## config.mk

```make
export PLATFORM = sky130hd
export DESIGN_NAME = xtea_half_round
export DESIGN_NICKNAME = d
export VERILOG_FILES = /design/src/sv/xtea_pkg.sv /design/src/sv/xtea_half_round.sv
export SDC_FILE = /design/constraint.sdc
export NUM_CORES = 1
export LEC_CHECK = 0
export BUFFER_PORTS_ARGS = -buffer_cell sky130_fd_sc_hd__buf_2
export CELL_PAD_IN_SITES_DETAIL_PLACEMENT = 1
export CELL_PAD_IN_SITES_GLOBAL_PLACEMENT = 2
export CORE_ASPECT_RATIO = 1.2
export CORE_MARGIN = 1
export CORE_UTILIZATION = 32
export DETAILED_ROUTE_END_ITERATION = 8
export GPL_TIMING_DRIVEN = 1
export PLACE_DENSITY_LB_ADDON = 0.1
export SLEW_MARGIN = 40
export SYNTH_ARGS = -nofsm -noshare
export SYNTH_HDL_FRONTEND = slang
export SYNTH_SLANG_ARGS = --single-unit
```

## constraint.sdc

```tcl
create_clock -name clk -period 22.1 [get_ports clk]
set_clock_uncertainty 0.15 [all_clocks]
set_input_delay 2.21 -clock clk [delete_from_list [all_inputs] [get_ports clk]]
set_output_delay 2.21 -clock clk [all_outputs]
set_load 0.005 [all_outputs]
```

## src/sv/xtea_pkg.sv

```systemverilog
`timescale 1ns / 1ps

package xtea_pkg;

  localparam int WORD_W      = 32;
  localparam int KEY_WORDS   = 4;
  localparam int CFG_INDEX_W = 3;

  typedef logic [WORD_W-1:0] word_t;
  typedef word_t [KEY_WORDS-1:0] key_t;
  typedef logic [CFG_INDEX_W-1:0] cfg_index_t;

  localparam word_t DELTA = 32'h9e37_79b9;

  typedef enum logic {
    OP_ENCRYPT = 1'b0,
    OP_DECRYPT = 1'b1
  } op_t;

  typedef struct packed {
    logic  action;
    word_t half_a;
    word_t half_b;
  } blk_t;

  function automatic word_t xtea_mix(word_t v);
    return ((v << 4) ^ (v >> 5)) + v;
  endfunction

endpackage

```

## src/sv/xtea_half_round.sv

```systemverilog
`timescale 1ns / 1ps

module xtea_half_round #(
  parameter bit          SECOND  = 1'b0,
  parameter logic [31:0] SUM_ENC = 32'h0,
  parameter logic [31:0] SUM_DEC = 32'h0
) (
  input  logic          clk,
  input  logic          rst,
  input  xtea_pkg::key_t  keys,
  input  logic          up_valid,
  input  xtea_pkg::blk_t  up_blk,
  output logic          up_ready,
  output logic          down_valid,
  output xtea_pkg::blk_t  down_blk,
  input  logic          down_ready
);
  import xtea_pkg::*;

  localparam logic [1:0] KIDX_ENC = SECOND ? SUM_ENC[12:11] : SUM_ENC[1:0];
  localparam logic [1:0] KIDX_DEC = SECOND ? SUM_DEC[1:0] : SUM_DEC[12:11];

  logic  enc;
  logic  upd_a;
  word_t src;
  word_t tgt;
  word_t round_key;
  word_t f_val;
  word_t tgt_next;
  blk_t  blk_next;

  assign enc      = (up_blk.action == OP_ENCRYPT);
  assign upd_a    = enc ^ SECOND;
  assign src      = upd_a ? up_blk.half_b : up_blk.half_a;
  assign tgt      = upd_a ? up_blk.half_a : up_blk.half_b;
  assign round_key = enc ? (SUM_ENC + keys[KIDX_ENC]) : (SUM_DEC + keys[KIDX_DEC]);
  assign f_val    = xtea_mix(src) ^ round_key;
  assign tgt_next = enc ? (tgt + f_val) : (tgt - f_val);

  always_comb begin
    blk_next = up_blk;
    if (upd_a) begin
      blk_next.half_a = tgt_next;
    end else begin
      blk_next.half_b = tgt_next;
    end
  end

  assign up_ready = !down_valid || down_ready;

  always_ff @(posedge clk) begin
    if (rst) begin
      down_valid <= 1'b0;
    end else if (up_ready) begin
      down_valid <= up_valid;
    end
  end

  always_ff @(posedge clk) begin
    if (up_ready && up_valid) begin
      down_blk <= blk_next;
    end
  end
endmodule

```

==> run summary <==
====================================================================================================
Clk buf depth .........................................................................            2
Buffers & Inverters on Critical Path ..................................................            2
Layout cell share with drive strength beyond 1 ........................................        21.8%
Pwr/cell area .........................................................................   105 nW/um2
Total Nets Final ......................................................................         1338
Placeable core area ...................................................................    24200 um2
Post-layout utilization of the core ...................................................        38.9%
Synthesized area per cell .............................................................     8.65 um2
Clock-pin slew reported for the worst setup and hold paths after clock tree synthesis .      0.05 ns
Crit path launch type .................................................................    input pin
Worst-path maximum fanout .............................................................           79
Part of the Yosys area used for sequential elements ...................................        24.8%
Slew Limit Fails ......................................................................            0
Number of hold-repair buffers added at the cts stage ..................................            0
Highest clock frequency the design can meet ...........................................      105 MHz
Final worst-path cycle share ..........................................................        43.1%
Skew-Pair Late Insertion Delay ........................................................      0.33 ns
First-iteration detailed-routing DRC count ............................................          296
Y dimension of the die ................................................................       175 um
Normalized max-slew margin ............................................................        45.5%
R2r worst-path depth ..................................................................            3
Worst path depth ......................................................................           27
Run status ............................................................................    completed
Post-route cell area ..................................................................     9410 um2
Number of sinks driven by the clock tree ..............................................           66
Detailed Route WL .....................................................................      25.7 mm
Post-synthesis to final-layout area growth ............................................        18.1%
Max-cap violations ....................................................................            0
Post-CTS Setup Inserts ................................................................            0
Netlist area before placement .........................................................     7970 um2
Cells resized by post-CTS repair ......................................................            0
Number of setup violations in the final report ........................................            0
Clk Tree Root Cell ....................................................................    clkbuf_16
Number of warning messages in the yosys log ...........................................            0
Worst Setup Path Type .................................................................    in -> reg
Number of nets produced by synthesis ..................................................         1186
Io pins ...............................................................................          264
Die Span X ............................................................................       146 um
Most frequent cell on the critical path ...............................................      a21oi_1
Final antenna-violating net count .....................................................            0
Sum of negative setup slack ...........................................................         0 ns
Critical path required time ...........................................................     22.16 ns
Main flop type after synthesis ........................................................     edfxtp_1
Final count of hold timing violations .................................................            0
Arrival time worst endpoint ...........................................................      9.58 ns
Leak Pwr ..............................................................................      4.24 nW
Clock tree from TritonCTS .............................................................          yes
Transition time at the pin with the least slew margin .................................     0.809 ns
Unrepaired setup endpoints after global routing .......................................           no
Wire length of the first global-routing pass ..........................................      39.2 mm
Maximum vdd ir drop ...................................................................      47.0 uV
Capture instance of the worst register-to-register path ...............................  down_blk[4]
Number of distinct library cells after synthesis ......................................           71
Mapped Cells ..........................................................................          921
Residual DRC ..........................................................................            0
Area enclosed by the die boundary .....................................................    25500 um2
FP Rows ...............................................................................           62
Crit. Startpoint ......................................................................   up_blk[64]
Number of buffers inserted by port buffering ..........................................          167
Post-layout min period ................................................................      9.53 ns
Synth area leaders .................................................................... edfxtp_1, ha_1, xnor2_1
Cell with the biggest individual delay on the critical path ...........................        buf_4
Critical register-to-register path startpoint .........................................   down_valid
Routed len/inst .......................................................................      18.4 um
Placed inst area ......................................................................     9120 um2
Routability Congestion ................................................................        0.806
Via count of the first global-routing pass ............................................         7102
DR vias ...............................................................................         7158
Starting utilization of the core area .................................................        32.9%
Global-route usage over all layers ....................................................        20.0%
Critical path endpoint ................................................................ down_blk[63]
Largest area contributor in the synthesized netlist ...................................     edfxtp_1
Type of destination of the critical path ..............................................    flip-flop
Worst slack at placement ..............................................................     12.15 ns
Total of flip-flops plus latches after synthesis ......................................           66
Detailed-routing iteration count for the pre-antenna-repair pass ......................            4
Max stage delay on crit path ..........................................................      0.66 ns
DPL Wire Length .......................................................................      21.7 mm
Share of Yosys cell area claimed by the top area cell type ............................        24.5%
Fraction of registers with async set/reset ............................................           0%
DR vias/cell ..........................................................................         5.12
Total global routing overflow .........................................................            0
Antenna violations before repair ......................................................            0
R2r setup slk .........................................................................     20.51 ns
Number of buffers added by the clock tree synthesis step ..............................            9
Antenna cells .........................................................................            0
Htree depth ...........................................................................            3
Cell type group with the largest total delay on the critical path ..................... compound AO/OA/AOI/OAI gates
EDFF count, synth .....................................................................           65
Path category of the worst min-delay check ............................................   reg -> reg
Pin count of the biggest net entering global routing ..................................           80
Minimum setup slack in the final design ...............................................     12.57 ns
Worst Min Path Start ..................................................................   down_valid
====================================================================================================
-- layout make-up --
type | instances | area, um2
fill | 2939 | 14800
multi-input combinational | 789 | 5750
sequential | 66 | 1970
timing repair buffer | 171 | 872
tap | 320 | 400
clock buffer | 12 | 236
inverter | 36 | 135
clock inverter | 4 | 42.5
-- tightest hold or removal path: stages, from the launching register on --
cell and delay [ns]:
dfxtp_1 0.30, nand2b_1 0.10, a21oi_1 0.07
-- registers in the layout (all words and copies together), names as in the netlist --
register	count
down_valid	1
down_blk	65
-- per-layer routing --
metal | routed length, um | up-vias | part of all wire [%] | GRT usage (%)
met3 | 850 | 16 | 3.3 | 2.40
met2 | 11500 | 135 | 45 | 31.8
li1 | - | 3655 | - | -
met5 | 0 | - | 0 | 0
met1 | 13100 | 3352 | 51 | 28.7
met4 | 296 | 0 | 1.2 | 4.51
-- Yosys cell counts, types with 13 or more instances --
cell / number
clkbuf_1: 23
a31oi_1: 16
and3_1: 15
edfxtp_1: 65
a21oi_1: 67
and2_1: 14
nand3_1: 20
mux2_2: 34
a21o_1: 34
nand2_1: 87
xnor2_1: 89
xor2_1: 47
ha_1: 66
o21ai_0: 70
nor2b_1: 15
o21bai_1: 19
nor2_1: 54
nand2b_1: 13
nor3_1: 17
inv_1: 35
-- cell families (layout without fill, tap and decap cells) --
family                   count (synthesis)  in the layout  share of synthesized area (%)
buffers and inverters                   66            223                           3.11
AO/OA/AOI/OAI                          265            265                           21.2
XOR/XNOR                               144            144                           17.2
flip-flops                              66             66                           24.8
multiplexers                            40             40                           5.56
adder cells (fa/ha/maj)                 68             68                           10.9
AND/OR/NAND/NOR                        272            272                           17.4
-- through the flow --
step / std cells / power (mW) / hold WS [ns]
after global routing: 1398 / 1.07 / 0.393
after global placement: 1382 / 0.852 / 0.348
after CTS: 1398 / 0.996 / 0.369
after detailed placement: 1382 / 0.854 / 0.362
after floorplan: 921 / 0.669 / 0.372
final: 1398 / 0.989 / 0.367
-- placed cells by master, fill, tap and decap left out, types with 16 or more instances in the layout --
cell,instances
a21o_1,34
a21oi_1,67
a31oi_1,16
buf_2,166
edfxtp_1,65
ha_1,66
inv_1,35
mux2_2,34
nand2_1,87
nand3_1,20
nor2_1,54
nor3_1,17
o21ai_0,70
o21bai_1,19
xnor2_1,89
xor2_1,47
-- how the worst min path moves through the flow --
stage,endpoint,depth (start not counted)
6_report,down_valid,2
5_1_grt,down_valid,2
4_1_cts,down_valid,2
3_5_place_dp,down_valid,2
3_3_place_gp,down_valid,2
2_1_floorplan,down_valid,2
-- power by group --
part / internal [mW] / total (mW) / leakage [nW] / switching (mW)
Combinational: 0.269 / 0.652 / 3.46 / 0.383
Clock: 0.0864 / 0.138 / 0.136 / 0.0516
Sequential: 0.191 / 0.198 / 0.642 / 0.00747
No activity file was read; power rests on OpenSTA's default activity.
